==> config.mk <==
export PLATFORM = sky130hd
export DESIGN_NAME = ipl_cell
export DESIGN_NICKNAME = d
export VERILOG_FILES = /design/src/rtl/ipl_pkg.sv /design/src/rtl/ipl_cell.sv
export SDC_FILE = /design/constraint.sdc
export NUM_CORES = 1
export LEC_CHECK = 0
export BUFFER_PORTS_ARGS = -buffer_cell sky130_fd_sc_hd__buf_2
export CAP_MARGIN = 20
export CORE_AREA = 10 10 110 83
export CTS_BUF_LIST = sky130_fd_sc_hd__clkbuf_4 sky130_fd_sc_hd__clkbuf_8
export DETAILED_ROUTE_END_ITERATION = 12
export DIE_AREA = 0 0 120 93
export PLACE_DENSITY = 0.91
export SLEW_MARGIN = 20
export SYNTH_ARGS = -nofsm -noshare
export SYNTH_HDL_FRONTEND = slang
export SYNTH_SLANG_ARGS = --single-unit
==> constraint.sdc <==
create_clock -name clk -period 4.9 [get_ports clk]
set_clock_uncertainty 0.2 [all_clocks]
set_input_delay 0.245 -clock clk [delete_from_list [all_inputs] [get_ports clk]]
set_output_delay 0.245 -clock clk [all_outputs]
set_load 0.02 [all_outputs]
==> src/rtl/ipl_pkg.sv <==
// ipl_pkg: shared sizes, codes and word types for the indexed position list
// used by ipl_cell, ipl_pick_tree and indexed_position_list; no dependencies
package ipl_pkg;

  localparam int CAPACITY = 64;
  localparam int IDX_W    = (CAPACITY > 1) ? $clog2(CAPACITY) : 1;
  localparam int CNT_W    = $clog2(CAPACITY + 1);
  localparam int CMP_W    = (CNT_W > 7) ? CNT_W : 7;
  localparam int GROUP    = 8;
  localparam int NGRP     = (CAPACITY + GROUP - 1) / GROUP;

  localparam logic [2:0] ACT_INSERT = 3'd0;
  localparam logic [2:0] ACT_APPEND = 3'd1;
  localparam logic [2:0] ACT_REMOVE = 3'd2;
  localparam logic [2:0] ACT_POP    = 3'd3;
  localparam logic [2:0] ACT_READ   = 3'd4;
  localparam logic [2:0] ACT_CLEAR  = 3'd5;

  localparam logic [1:0] ST_OK    = 2'd0;
  localparam logic [1:0] ST_RANGE = 2'd1;
  localparam logic [1:0] ST_FULL  = 2'd2;

  typedef struct packed {
    logic        [2:0]  action;
    logic        [6:0]  position_index;
    logic signed [15:0] in_row;
    logic signed [15:0] in_col;
  } item_t;

  typedef struct packed {
    logic signed [15:0] out_row;
    logic signed [15:0] out_col;
    logic        [6:0]  entry_count;
    logic        [1:0]  status;
  } result_t;

  typedef struct packed {
    logic signed [15:0] row;
    logic signed [15:0] col;
  } entry_t;

  // broadcast to every cell of the chain
  typedef struct packed {
    logic             exec;
    logic             ins;
    logic             rem;
    logic [IDX_W-1:0] at;
    logic             pick_en;
    logic [IDX_W-1:0] pick_at;
    entry_t           data;
  } cell_ctrl_t;

endpackage

==> src/rtl/ipl_cell.sv <==
// ipl_cell: one list slot, shifts with its neighbours on insert or remove
// depends on ipl_pkg
module ipl_cell (
  input  logic                      clk,
  input  ipl_pkg::cell_ctrl_t       ctrl,
  input  logic [ipl_pkg::IDX_W-1:0] pos,
  input  ipl_pkg::entry_t           prev,
  input  ipl_pkg::entry_t           next,
  output ipl_pkg::entry_t           entry,
  output ipl_pkg::entry_t           pick,
  output logic                      hit
);
  import ipl_pkg::*;

  entry_t entry_next;

  always_comb begin
    entry_next = entry;
    priority if (ctrl.ins && (pos > ctrl.at)) begin
      entry_next = prev;
    end else if (ctrl.ins && (pos == ctrl.at)) begin
      entry_next = ctrl.data;
    end else if (ctrl.rem && (pos >= ctrl.at)) begin
      entry_next = next;
    end else begin
      entry_next = entry;
    end
  end

  assign hit = ctrl.pick_en && (pos == ctrl.pick_at);

  // pick holds the old value, so a removed entry is still seen
  always_ff @(posedge clk) begin
    entry <= entry_next;
    if (ctrl.exec) begin
      pick <= hit ? entry : '0;
    end
  end

endmodule

==> run_results.csv <==
group,metric,value,unit
clock_tree,cts_num_sinks,64,
setup_path,timing.critical_path.to,"entry[18]$_DFFE_PP_",
status,status,"finished clean",
clock_tree,clkSlewWorstSetupHoldPaths,70,ps
setup_path,critical_path.slowest_cell,"mux2_4",
power_and_ir_drop,total_power_consumption_of_the_routed_design,1.49,mW
setup_path,critical-path-top-cell-by-count,"mux2_4",
floorplan,die-area,11200,um2
clock_tree,cts-buffers-inserted,9,
clock_tree,worstSkewPairLatency,330,ps
power_and_ir_drop,ir_drop,0.127,mV
global_route,global_route_wire_length_before_repair,14.0,mm
synthesis,netlist_instances,202,
power_and_ir_drop,power.sequential.fraction,46.1,%
hold_path,holdCritPathClass,"input port to flop",
timing,hold_violations_final,0,
timing,tightestPinTransition,703,ps
setup_path,max_stage_delay,510,ps
power_and_ir_drop,power_density,313,nW/um2
power_and_ir_drop,switchingPower,392,uW
layout,final_nets,526,
timing,final_period_util,47.9,%
timing,slew_violations,0,
setup_path,timing.critical_path.from,"pos[5]",
power_and_ir_drop,switching_share_of_total_power,26.3,%
synthesis,synth_cell_types,24,
setup_path,critical_path_class,"input port to flop",
floorplan,die_height,93,um
synthesis,synth-seq-area-share,56.3,%
layout,syn_to_final_growth,39.7,%
synthesis,mappedNetlistArea,3410,um2
global_route,global_route.overflow_total,0,
timing,fmax,0.426,GHz
routing,drc,0,
synthesis,ys_async_sr_fraction,0,%
layout,insertedDiodeCount,0,
setup_path,cp_max_fo,32,
setup_path,timing.critical_path.from_type,"input port",
layout,layout.cells.most_common,"buf_2",
timing,final_period_minus_worst_setup_slack,2340,ps
place,dp_hpwl,7.41,mm
routing,drt_first_iter_violations,99,
timing,whs,11.7,ps
synthesis,syn-num-nets,327,
routing,vias_per_cell,4.75,
floorplan,core_area,7060,um2
routing,routed_wire_length_per_instance,18.3,um
routing,route.antenna.remaining_nets,0,
layout,final_layout_size_suffix_gt1_share,66.5,%
place,routabilityCongestion,0.750,
setup_path,worst-r2r-setup-slack,3870,ps
power_and_ir_drop,pwr-share-comb,21.0,%
synthesis,synthesis.area_per_instance,16.9,um2
global_route,antenna_found_initial,0,
power_and_ir_drop,pwr-share-clk,32.9,%
setup_path,r2r_cells,1,
clock_tree,cts_max_level,3,
global_route,grtUsageTotal,16.0,%
run,drv.max_cap_violation_count,0,
synthesis,number_of_enable_type_register_cells_in_the_synthesized_netlist,64,
clock_tree,ctsRootBufferMaster,"clkbuf_8",
routing,firstDrtPassIters,4,
setup_path,timing.critical_path.depth,6,
timing,report.final.setup_viol,0,
setup_path,regToRegEndpoint,"pick[28]$_SDFFCE_PN0P_",
timing,rsz0062_at_grt,"no",
layout,layout.cells.most_common_list,"buf_2 (183), edfxtp_1 (64), mux2_4 (60)",
synthesis,synth_seq_cells,64,
power_and_ir_drop,p_int,1.10,mW
floorplan,io-pin-count,184,
setup_path,timing.critical_path.max_delay_family,"multiplexers",
place,port_buffers,183,
setup_path,worstSetupEndpointType,"flop",
clock_tree,postCtsResizedCells,0,
routing,route.vias.total,2392,
setup_path,worst_ep_arrival_time,2230,ps
floorplan,die_width,120,um
setup_path,path_buf_inv,1,
layout,nFillCells,534,
power_and_ir_drop,total_leakage_power,2.38,nW
global_route,grt_start_max_net_pins,34,
setup_path,critical_path.reg2reg.startpoint,"entry[28]$_DFFE_PP_",
clock_tree,cts_tree,"built",
clock_tree,cts-root-to-sink-buffers,2,
floorplan,num_rows,26,
setup_path,path_cells,"buf_2, ha_1, and4_4, nand3_4, mux2_4, mux2_4",
timing,fin_setup_tns,0,ps
floorplan,initial_utilization,48.4,%
setup_path,critical_path_required,4790,ps
timing,timing.max_slew.rel_slack,53.1,%
routing,aggregate_routed_wire_length,9.20,mm
synthesis,synthFlopType,"edfxtp_1",
synthesis,ys_warn_count,0,
global_route,grt_pass1_vias,2674,
layout,finish.utilization,67.6,%
## cells in the mapped netlist, drive strengths merged, types with 2 or more instances
library cell,number,area (um2)
and2,33,206
mux2,64,946
clkbuf,3,11.3
ha,6,75.1
xnor2,3,26.3
inv,6,22.5
edfxtp,64,1920
xor2,3,26.3
buf,6,67.6
nand3,2,22.5
## cell type report
type,instances,area (um2),share of cell area (%)
inverter,6,22.5,0.472
multi-input combinational,123,1430,29.9
timing repair buffer,197,1060,22.2
sequential,64,1920,40.3
tap,98,123,2.57
clock buffer,9,124,2.60
clock inverter,7,93.8,1.97
## metal layers
metal  GRT usage [%]  wire, um  share of wire (%)
met1            15.2      3250                 35
met2            30.3      4970                 54
met3            7.15       837                9.1
met4            5.21       148                1.6
met5               0         0                  0
## registers in the layout, summed over array words and instances, names as in the netlist
| name | cells |
|---|---|
| entry | 32 |
| pick | 32 |
## per-stage QoR
stage / worst slack [ps] / instance area, um2 / cells
6_report: 2560 / 4770 / 504
5_1_grt: 2470 / 4770 / 504
4_1_cts: 2270 / 4750 / 503
3_5_place_dp: 1920 / 4420 / 476
3_3_place_gp: 2050 / 4410 / 475
2_1_floorplan: 1640 / 3410 / 202
## power by group through the flow
| stage | clock, mW | combinational [mW] | sequential, mW |
|---|---|---|---|
| floorplan | 0 | 0.111 | 0.766 |
| global placement | 0 | 0.299 | 0.697 |
| detailed placement | 0 | 0.312 | 0.700 |
| CTS | 0.501 | 0.319 | 0.689 |
| global route | 0.527 | 0.336 | 0.695 |
| finish | 0.491 | 0.314 | 0.688 |
## cell families (layout without fill, tap and decap cells)
| logic type | count (synthesis) | after routing | share of synthesized area [%] |
|---|---|---|---|
| DFF | 64 | 64 | 56.3 |
| AOI/OAI and AO/OA | 6 | 6 | 1.32 |
| xor gates and xnor gates | 6 | 6 | 1.54 |
| and+or+nand+nor | 41 | 41 | 7.99 |
| muxes | 64 | 64 | 27.7 |
| buffers and inverters | 15 | 219 | 2.97 |
| adders and majority gates | 6 | 6 | 2.20 |
## how the worst min path moves through the flow
stage / end / cells after the start / from
CTS: entry[13]$_DFFE_PP_ / 2 / prev[13]
floorplan: pick[0]$_SDFFCE_PN0P_ / 0 / ctrl[47]
finish: entry[12]$_DFFE_PP_ / 2 / prev[12]
global route: entry[25]$_DFFE_PP_ / 2 / prev[25]
global placement: pick[12]$_SDFFCE_PN0P_ / 1 / entry[12]$_DFFE_PP_
detailed placement: pick[16]$_SDFFCE_PN0P_ / 1 / entry[16]$_DFFE_PP_
## timing repair
item | in CTS | in global routing
hold buffers | 11 | 1
setup buffers | 0 | 0
endpoints found under the hold margin | 11 | 1
(Power assumes the default switching activity.)
